[config.mk]
export PLATFORM = sky130hd
export DESIGN_NAME = murmur3_x64_128_hasher
export DESIGN_NICKNAME = d
export VERILOG_FILES = /design/src/rtl/mm3h_pkg.sv /design/src/rtl/murmur3_x64_128_hasher.sv
export VERILOG_INCLUDE_DIRS = /design/src /design/src/rtl
export SDC_FILE = /design/constraint.sdc
export NUM_CORES = 2
export LEC_CHECK = 0
export ABC_AREA = 1
export BUFFER_PORTS_ARGS = -buffer_cell sky130_fd_sc_hd__buf_2
export CAP_MARGIN = 5
export CORE_MARGIN = 1.5
export CORE_UTILIZATION = 38
export CTS_CLUSTER_DIAMETER = 80
export DETAILED_ROUTE_END_ITERATION = 8
export GPL_TIMING_DRIVEN = 0
export PLACE_DENSITY = 0.59
export SETUP_SLACK_MARGIN = 0.2
export SYNTH_ARGS = -nofsm -noshare
export SYNTH_HDL_FRONTEND = slang
export SYNTH_SLANG_ARGS = --single-unit
export TNS_END_PERCENT = 100
[constraint.sdc]
create_clock -name clk -period 12.5 [get_ports clk]
set_clock_uncertainty 0.2 [all_clocks]
set_input_delay 1.25 -clock clk [delete_from_list [all_inputs] [get_ports clk]]
set_output_delay 1.25 -clock clk [all_outputs]
set_load 0.05 [all_outputs]
[src/rtl/murmur3_x64_128_hasher_assert.svh]
// Assertion macros shared by the hasher RTL.
`ifndef MURMUR3_X64_128_HASHER_ASSERT_SVH
`define MURMUR3_X64_128_HASHER_ASSERT_SVH

// Same-cycle implication, disabled while reset is asserted.
`define MH_ASSERT_NOW(lbl, clk, rst_n, ante, cons, msg) \
	lbl: assert property (@(posedge clk) disable iff (!rst_n) (ante) |-> (cons)) \
		else $error(msg);

// Next-cycle implication, disabled while reset is asserted.
`define MH_ASSERT_NEXT(lbl, clk, rst_n, ante, cons, msg) \
	lbl: assert property (@(posedge clk) disable iff (!rst_n) (ante) |=> (cons)) \
		else $error(msg);

`endif

[src/rtl/mm3h_pkg.sv]
package mm3h_pkg;

	// Key length counter width; the count saturates at 2^(LENGTH_BITS-1)
	localparam int LENGTH_BITS = 32;
	localparam logic [LENGTH_BITS-1:0] LEN_SAT = LENGTH_BITS'(1) << (LENGTH_BITS - 1);

	// Block scramble and finalizer constants
	localparam logic [63:0] MIX_C1  = 64'h87c37b91114253d5;
	localparam logic [63:0] MIX_C2  = 64'h4cf5ad432745937f;
	localparam logic [63:0] ADD_ONE = 64'h0000000052dce729;
	localparam logic [63:0] ADD_TWO = 64'h0000000038495ab5;
	localparam logic [63:0] FIN_C1  = 64'hff51afd7ed558ccd;
	localparam logic [63:0] FIN_C2  = 64'hc4ceb9fe1a85ec53;

	// Rotate left by a fixed amount between 1 and 63
	function automatic logic [63:0] rotl64(input logic [63:0] x, input int unsigned r);
		rotl64 = (x << r) | (x >> (64 - r));
	endfunction

endpackage

[src/rtl/murmur3_x64_128_hasher.sv]
// Channel   Dir  Handshake               Payload
// in        in   in_valid / in_ready     data_byte[7:0], byte_valid, last_byte
// out       out  out_valid / out_ready   hash_low[63:0], hash_high[63:0], too_long
// seed cfg  in   seed_valid / seed_ready seed[31:0]
//
// A byte that does not complete a 16-byte block is only buffered; the byte that
// completes a block starts a block mix of both lanes. An item marked last runs
// the tail, the length fold and two finalizers before the result, after a block
// mix first when that same byte also completes a block.
// Every 64-bit product runs through one shared 32x32 multiplier as lo*lo, lo*hi
// and hi*lo partial products. Async active-low reset; seed resets to zero.
// The result sits in an output register, so a new key can start while it waits;
// only the next finish stalls until the previous result is taken.

`include "murmur3_x64_128_hasher_assert.svh"

module murmur3_x64_128_hasher
	import mm3h_pkg::*;
(
	input  logic        clk,
	input  logic        arst_n,
	// key byte channel
	input  logic        in_valid,
	output logic        in_ready,
	input  logic [7:0]  data_byte,
	input  logic        byte_valid,
	input  logic        last_byte,
	// hash result channel
	output logic        out_valid,
	input  logic        out_ready,
	output logic [63:0] hash_low,
	output logic [63:0] hash_high,
	output logic        too_long,
	// seed register write
	input  logic        seed_valid,
	output logic        seed_ready,
	input  logic [31:0] seed
);

	typedef enum logic [3:0] {
		S_IDLE,
		S_LOAD,
		S_MUL,
		S_ROT,
		S_MERGE,
		S_ADDL,
		S_TIMES5,
		S_FLEN,
		S_FADD1,
		S_FADD2,
		S_FLOAD,
		S_FSHIFT,
		S_FSTORE,
		S_FADD3,
		S_FADD4
	} state_t;

	// which multiply of a sequence is running
	typedef enum logic [1:0] {
		PH_SA,
		PH_SB,
		PH_FA,
		PH_FB
	} phase_t;

	state_t                 state_q;
	phase_t                 phase_q;
	logic                   lane_q;
	logic                   tail_q;
	logic                   last_q;
	logic [1:0]             mcnt_q;
	logic [1:0]             fsh_q;
	logic [63:0]            h1_q;
	logic [63:0]            h2_q;
	logic [63:0]            k_q;
	logic [63:0]            acc_q;
	logic [7:0]             buf_q [16];
	logic [3:0]             pos_q;
	logic [LENGTH_BITS-1:0] len_q;
	logic [31:0]            seed_q;
	logic                   out_valid_q;
	logic [63:0]            hash_low_q;
	logic [63:0]            hash_high_q;
	logic                   too_long_q;

	logic [63:0] word0;
	logic [63:0] word1;
	logic [63:0] mul_const;
	logic [31:0] mul_a;
	logic [31:0] mul_b;
	logic [63:0] prod;
	logic [63:0] len_ext;
	logic        out_free;

	assign in_ready   = (state_q == S_IDLE);
	assign seed_ready = 1'b1;
	assign out_valid  = out_valid_q;
	assign hash_low   = hash_low_q;
	assign hash_high  = hash_high_q;
	assign too_long   = too_long_q;
	assign len_ext    = 64'(len_q);
	assign out_free   = !out_valid_q || out_ready;

	// block words, little endian; in tail mode bytes past the position read as zero
	always_comb begin
		for (int i = 0; i < 8; i++) begin
			word0[8*i +: 8] = (!tail_q || (4'(i) < pos_q)) ? buf_q[i] : 8'h00;
			word1[8*i +: 8] = (!tail_q || ((5'(i) + 5'd8) < {1'b0, pos_q})) ?
				buf_q[i+8] : 8'h00;
		end
	end

	// multiplier constant by phase and lane
	always_comb begin
		case (phase_q)
			PH_SA:   mul_const = lane_q ? MIX_C2 : MIX_C1;
			PH_SB:   mul_const = lane_q ? MIX_C1 : MIX_C2;
			PH_FA:   mul_const = FIN_C1;
			PH_FB:   mul_const = FIN_C2;
			default: mul_const = FIN_C1;
		endcase
	end

	// shared 32x32 multiplier: lo*lo, then lo*hi and hi*lo into the upper half
	assign mul_a = (mcnt_q == 2'd2) ? k_q[63:32] : k_q[31:0];
	assign mul_b = (mcnt_q == 2'd1) ? mul_const[63:32] : mul_const[31:0];
	assign prod  = 64'(mul_a) * 64'(mul_b);

	// sequencer and datapath
	always_ff @(posedge clk or negedge arst_n) begin
		if (!arst_n) begin
			state_q     <= S_IDLE;
			phase_q     <= PH_SA;
			lane_q      <= 1'b0;
			tail_q      <= 1'b0;
			last_q      <= 1'b0;
			mcnt_q      <= 2'd0;
			fsh_q       <= 2'd0;
			h1_q        <= 64'd0;
			h2_q        <= 64'd0;
			k_q         <= 64'd0;
			acc_q       <= 64'd0;
			for (int i = 0; i < 16; i++) begin
				buf_q[i] <= 8'h00;
			end
			pos_q       <= 4'd0;
			len_q       <= '0;
			seed_q      <= 32'd0;
			out_valid_q <= 1'b0;
			hash_low_q  <= 64'd0;
			hash_high_q <= 64'd0;
			too_long_q  <= 1'b0;
		end else begin
			if (seed_valid) begin
				seed_q <= seed;
			end
			// the finish state handles the output register itself
			if (out_valid_q && out_ready && state_q != S_FADD4) begin
				out_valid_q <= 1'b0;
			end

			case (state_q)
				S_IDLE: begin
					if (in_valid) begin
						// a new key starts from the seed
						if (len_q == '0) begin
							h1_q <= 64'(seed_q);
							h2_q <= 64'(seed_q);
						end
						if (byte_valid) begin
							buf_q[pos_q] <= data_byte;
							pos_q        <= pos_q + 4'd1;
							if (len_q < LEN_SAT) begin
								len_q <= len_q + LENGTH_BITS'(1);
							end
						end
						if (byte_valid && pos_q == 4'hF) begin
							tail_q  <= 1'b0;
							lane_q  <= 1'b0;
							last_q  <= last_byte;
							state_q <= S_LOAD;
						end else if (last_byte) begin
							tail_q  <= 1'b1;
							lane_q  <= 1'b0;
							state_q <= S_LOAD;
						end
					end
				end

				S_LOAD: begin
					k_q     <= lane_q ? word1 : word0;
					phase_q <= PH_SA;
					mcnt_q  <= 2'd0;
					state_q <= S_MUL;
				end

				S_MUL: begin
					case (mcnt_q)
						2'd0: begin
							acc_q  <= prod;
							mcnt_q <= 2'd1;
						end
						2'd1: begin
							acc_q[63:32] <= acc_q[63:32] + prod[31:0];
							mcnt_q       <= 2'd2;
						end
						default: begin
							k_q    <= {acc_q[63:32] + prod[31:0], acc_q[31:0]};
							mcnt_q <= 2'd0;
							case (phase_q)
								PH_SA:   state_q <= S_ROT;
								PH_SB:   state_q <= S_MERGE;
								default: begin
									fsh_q   <= fsh_q + 2'd1;
									state_q <= S_FSHIFT;
								end
							endcase
						end
					endcase
				end

				S_ROT: begin
					k_q     <= lane_q ? rotl64(k_q, 33) : rotl64(k_q, 31);
					phase_q <= PH_SB;
					state_q <= S_MUL;
				end

				S_MERGE: begin
					if (tail_q) begin
						if (lane_q) begin
							h2_q    <= h2_q ^ k_q;
							state_q <= S_FLEN;
						end else begin
							h1_q    <= h1_q ^ k_q;
							lane_q  <= 1'b1;
							state_q <= S_LOAD;
						end
					end else begin
						if (lane_q) begin
							h2_q <= rotl64(h2_q ^ k_q, 31);
						end else begin
							h1_q <= rotl64(h1_q ^ k_q, 27);
						end
						state_q <= S_ADDL;
					end
				end

				S_ADDL: begin
					if (lane_q) begin
						h2_q <= h2_q + h1_q;
					end else begin
						h1_q <= h1_q + h2_q;
					end
					state_q <= S_TIMES5;
				end

				// h = h*5 + constant
				S_TIMES5: begin
					if (lane_q) begin
						h2_q <= (h2_q << 2) + h2_q + ADD_TWO;
						if (last_q) begin
							tail_q  <= 1'b1;
							lane_q  <= 1'b0;
							state_q <= S_LOAD;
						end else begin
							state_q <= S_IDLE;
						end
					end else begin
						h1_q    <= (h1_q << 2) + h1_q + ADD_ONE;
						lane_q  <= 1'b1;
						state_q <= S_LOAD;
					end
				end

				S_FLEN: begin
					h1_q    <= h1_q ^ len_ext;
					h2_q    <= h2_q ^ len_ext;
					state_q <= S_FADD1;
				end

				S_FADD1: begin
					h1_q    <= h1_q + h2_q;
					state_q <= S_FADD2;
				end

				S_FADD2: begin
					h2_q    <= h2_q + h1_q;
					lane_q  <= 1'b0;
					fsh_q   <= 2'd0;
					state_q <= S_FLOAD;
				end

				S_FLOAD: begin
					k_q     <= lane_q ? h2_q : h1_q;
					state_q <= S_FSHIFT;
				end

				// xor-shift, then the next finalizer multiply or the store
				S_FSHIFT: begin
					k_q    <= k_q ^ (k_q >> 33);
					mcnt_q <= 2'd0;
					case (fsh_q)
						2'd0: begin
							phase_q <= PH_FA;
							state_q <= S_MUL;
						end
						2'd1: begin
							phase_q <= PH_FB;
							state_q <= S_MUL;
						end
						default: state_q <= S_FSTORE;
					endcase
				end

				S_FSTORE: begin
					fsh_q <= 2'd0;
					if (lane_q) begin
						h2_q    <= k_q;
						state_q <= S_FADD3;
					end else begin
						h1_q    <= k_q;
						lane_q  <= 1'b1;
						state_q <= S_FLOAD;
					end
				end

				S_FADD3: begin
					h1_q    <= h1_q + h2_q;
					state_q <= S_FADD4;
				end

				// hand over the result once the output register is free
				S_FADD4: begin
					if (out_free) begin
						hash_low_q  <= h1_q;
						hash_high_q <= h2_q + h1_q;
						too_long_q  <= (len_q >= LEN_SAT);
						out_valid_q <= 1'b1;
						pos_q       <= 4'd0;
						len_q       <= '0;
						last_q      <= 1'b0;
						state_q     <= S_IDLE;
					end
				end

				default: state_q <= S_IDLE;
			endcase
		end
	end

	`MH_ASSERT_NEXT(a_finish_waits, clk, arst_n,
		(state_q == S_FADD4 && out_valid_q && !out_ready),
		(state_q == S_FADD4 && out_valid_q), "finish overwrote a pending result")
	`MH_ASSERT_NEXT(a_finish_clears, clk, arst_n,
		(state_q == S_FADD4 && out_free),
		(state_q == S_IDLE && out_valid_q && len_q == '0 && pos_q == 4'd0),
		"key state not cleared after finish")
	`MH_ASSERT_NEXT(a_block_starts, clk, arst_n,
		(in_valid && in_ready && byte_valid && pos_q == 4'hF),
		(state_q == S_LOAD && !tail_q && !lane_q && pos_q == 4'd0),
		"full block did not start a block mix")
	`MH_ASSERT_NOW(a_mul_count, clk, arst_n,
		(state_q != S_MUL), (mcnt_q == 2'd0), "multiply step count left nonzero")
	`MH_ASSERT_NOW(a_len_sat, clk, arst_n,
		1'b1, (len_q <= LEN_SAT), "key length past saturation")

endmodule
==> impl_metrics.ini <==
[routing]
wl_per_cell_microns = 39.2
postRouteWirelength_mm = 628
viasPerCell = 6.22
dr.pass1.iters = 9
antenna_left = 0
vias = 99900
remaining_drc_errors = 7
drt_iter0_drc = 17700

[setup_path]
crit_path_max_incr_delay_ns = 0.94
r2r-start = k_q[34]
crit_type = register to register
critPathRequiredTime_ns = 13.00
end_kind = register
cp.arrival_ns = 12.82
cp-start-kind = register
crit_start = k_q[34]
cpMostUsedCell = nand2_1
crit_fanout = 10
crit_slowest_cell = clkbuf_1

[grt]
antenna_found_initial = 100
grtUsageMet1_pct = 72.2
grt_pass1_wl_mm = 823
grt_pass1_vias = 91300
met3_usage_pct = 32.1
grt_max_degree = 120
gr-total-overflow = 0
grt-busiest-layer = met1
grt_usage_pct = 53.4
use_met2_pct = 65.5

[die]
start_util_pct = 38.3
io_pins = 179
num_rows = 174
core_area_sq_um = 225000
dieArea_sq_um = 230000
die_w_microns = 480
chipHeight_microns = 480

[placement]
portBuffers = 176
place_ws_ns = -0.395
dp_hpwl_mm = 531
gp_congestion = 1.22

[logic_synthesis]
yosysWarnings = 0
syn_area_per_cell_sq_um = 6.83
async_flop_share_pct = 100
ys_types = 61
syn_nets = 14200
ys_ff_latch = 595
netlist_instances = 12700
synth_edf_count = 0
ys.flop_type = dfrtp_1
synth_seq_area_share_pct = 17.2
syn_area_sq_um = 86400

[layout]
nNetsFinal = 14500
drive_gt1_share_pct = 4.46
layout.area.seq_sq_um = 14900
multi_input_area_sq_um = 61900
area_growth_syn_to_layout_pct = 9.65
utilization_pct = 42.0
fill_cells = 24500

[run]
cap_violations = 10

[cts]
tritoncts = yes
numCtsBuffers = 81
clk-insertion-delay-late_ns = 0.83
path_clk_slew_ns = 0.06
htree_levels = 3
clock_sinks = 595
root_buffer = clkbuf_16
cts_buffer_depth = 3

[sta]
fin_crit_ns = 12.32
final.setup.tns_ns = 0
maxSlewViolCount = 35
finalCritPeriodShare_pct = 98.6
setup_viol = 0
worst_slack_ns = 0.180
worst_pin_slew_ns = 1.60
hold_viol_final = 0
slew_headroom_pct = -9.40
rsz0062_at_grt = false
maxClockFrequency_mhz = 81.2

[status]
status = finished, violations left
violations = DRC, capacitance limit, slew limit

[worst_hold_path]
hp-class = input port to asynchronous set/reset pin
## synth_stat cells (9+ instances only)
cell type | n | share of area, %
nand2_1 | 3464 | 15
inv_1 | 2042 | 8.9
nor2_1 | 1291 | 5.6
fa_1 | 898 | 21
o21ai_0 | 717 | 4.2
nand3_1 | 716 | 4.1
a21oi_1 | 711 | 4.1
ha_1 | 611 | 8.9
dfrtp_1 | 595 | 17
clkbuf_1 | 378 | 1.6
o21ai_1 | 205 | 1.2
xor2_1 | 176 | 1.8
nor3_1 | 109 | 0.63
xnor2_1 | 84 | 0.85
nand4_1 | 83 | 0.60
buf_2 | 48 | 0.28
or2_2 | 45 | 0.33
buf_1 | 43 | 0.19
nor4_1 | 39 | 0.28
o21bai_1 | 38 | 0.33
inv_2 | 34 | 0.15
nand3b_1 | 28 | 0.24
a211oi_1 | 27 | 0.23
a31oi_1 | 26 | 0.19
o2111ai_1 | 22 | 0.22
o211ai_1 | 21 | 0.18
a21boi_0 | 17 | 0.15
clkinv_1 | 16 | 0.070
a21o_1 | 15 | 0.13
a221oi_1 | 15 | 0.15
a311oi_1 | 12 | 0.12
a41oi_1 | 11 | 0.11
o21a_1 | 11 | 0.096
o31ai_1 | 11 | 0.096
a2111oi_0 | 10 | 0.10
a2bb2oi_1 | 10 | 0.10
nor2_4 | 10 | 0.13
nor2_2 | 9 | 0.065
o22ai_1 | 9 | 0.065
## through the flow
stage / std cells / instance area (sq um) / hold WS [ns]
5_1_grt: 16000 / 94600 / 0.184
6_report: 16000 / 94700 / 0.143
3_5_place_dp: 15800 / 91400 / 0.253
4_1_cts: 16000 / 94400 / 0.153
3_3_place_gp: 15800 / 91000 / 0.252
2_1_floorplan: 12700 / 86400 / 0.238
## worst max-delay path, delay by kind of cell (launching register included)
kind	cells	cell delay [ns]
simple gates	11	1.25
flops	1	0.34
fa+ha+maj	10	4.63
buf+inv	10	2.83
xor+xnor	1	0.49
compound gates	7	2.43
## path summary, 6_finish.rpt
check,endpoint,slack (ns),cells after the start
max,k_q[63],0.18,39
max reg2reg,k_q[63],0.18,39
min,seed_q[2],0.14,1
max in group asynchronous,acc_q[8],9.95,4
min reg2reg,hash_low[55],0.26,2
min in group clk,hash_low[55],0.26,2
## cells in the final DEF, fill, tap and decap left out, types with 12 or more instances in the layout
| cell type | synthesis | routed |
|---|---|---|
| ha_1 | 611 | 611 |
| a21oi_1 | 711 | 709 |
| o21ai_1 | 205 | 196 |
| nor2_4 | 10 | 13 |
| a31oi_1 | 26 | 26 |
| clkbuf_2 | 3 | 38 |
| inv_2 | 34 | 36 |
| or2_2 | 45 | 45 |
| nor2_2 | 9 | 14 |
| xor2_1 | 176 | 176 |
| nand3_1 | 716 | 716 |
| a311oi_1 | 12 | 12 |
| clkbuf_1 | 378 | 343 |
| clkbuf_16 | 0 | 81 |
| nor4_1 | 39 | 39 |
| o211ai_1 | 21 | 21 |
| o2111ai_1 | 22 | 22 |
| inv_1 | 2042 | 2042 |
| nor3_1 | 109 | 109 |
| o21ai_0 | 717 | 713 |
| buf_2 | 48 | 224 |
| clkinv_1 | 16 | 13 |
| a211oi_1 | 27 | 27 |
| buf_1 | 43 | 39 |
| a221oi_1 | 15 | 15 |
| dfrtp_1 | 595 | 593 |
| clkinv_2 | 0 | 14 |
| xnor2_1 | 84 | 84 |
| nand3b_1 | 28 | 28 |
| nand2_1 | 3464 | 3463 |
| a21boi_0 | 17 | 17 |
| nor2_1 | 1291 | 1283 |
| o21bai_1 | 38 | 38 |
| fa_1 | 898 | 898 |
| nand4_1 | 83 | 83 |
| diode_2 | 0 | 51 |
| o21ai_2 | 5 | 16 |
| a21o_1 | 15 | 15 |
## metal layers
| layer | up-vias | share of wire (%) |
|---|---|---|
| li1 | 40300 | - |
| met4 | 98 | 5.8 |
| met3 | 1601 | 18 |
| met2 | 8528 | 35 |
| met1 | 49300 | 40 |
| met5 | - | 0.18 |
## repair_timing
| item | in CTS | in global routing |
|---|---|---|
| hold buffers | 0 | 0 |
| pin swaps | 0 | 0 |
| gates resized for setup | 15 | 121 |
| endpoints found under the setup margin | 12 | 16 |
| setup buffers | 0 | 0 |
| hold endpoints to repair | 0 | 0 |
## registers in the layout, indices dropped and copies added (netlist names)
register / count
acc_q: 64
buf_q: 128
fsh_q: 2
h1_q: 64
h2_q: 64
hash_high: 64
hash_low: 64
k_q: 64
lane_q: 1
last_q: 1
len_q: 32
mcnt_q: 2
out_valid: 1
phase_q: 2
pos_q: 4
seed_q: 32
state_q: 4
tail_q: 1
too_long: 1
## kinds of logic (layout without fill, tap and decap cells)
group,after synthesis,in the layout,synth area share (%)
mux,1,1,0.0130
flops,595,595,17.2
buf+inv,2567,2916,11.2
other cells,1,52,0.00434
compound gates,1909,1909,12.0
fa+ha+maj,1509,1509,29.7
xor+xnor,260,260,2.64
simple gates,5810,5810,27.2
## layout make-up
type	instances	area share, %
multi-input cells	9490	65.3
flip-flops and latches	595	15.7
inverters	2092	8.29
well taps	2992	3.95
clock buffers	96	2.27
plain buffers	472	2.05
repair buffers	201	1.41
clock inverters	55	0.818
diodes	51	0.135
Power is left out: the tool's default activity adds up to more than one toggle a clock period on the data nets, which glitch-free logic cannot reach.
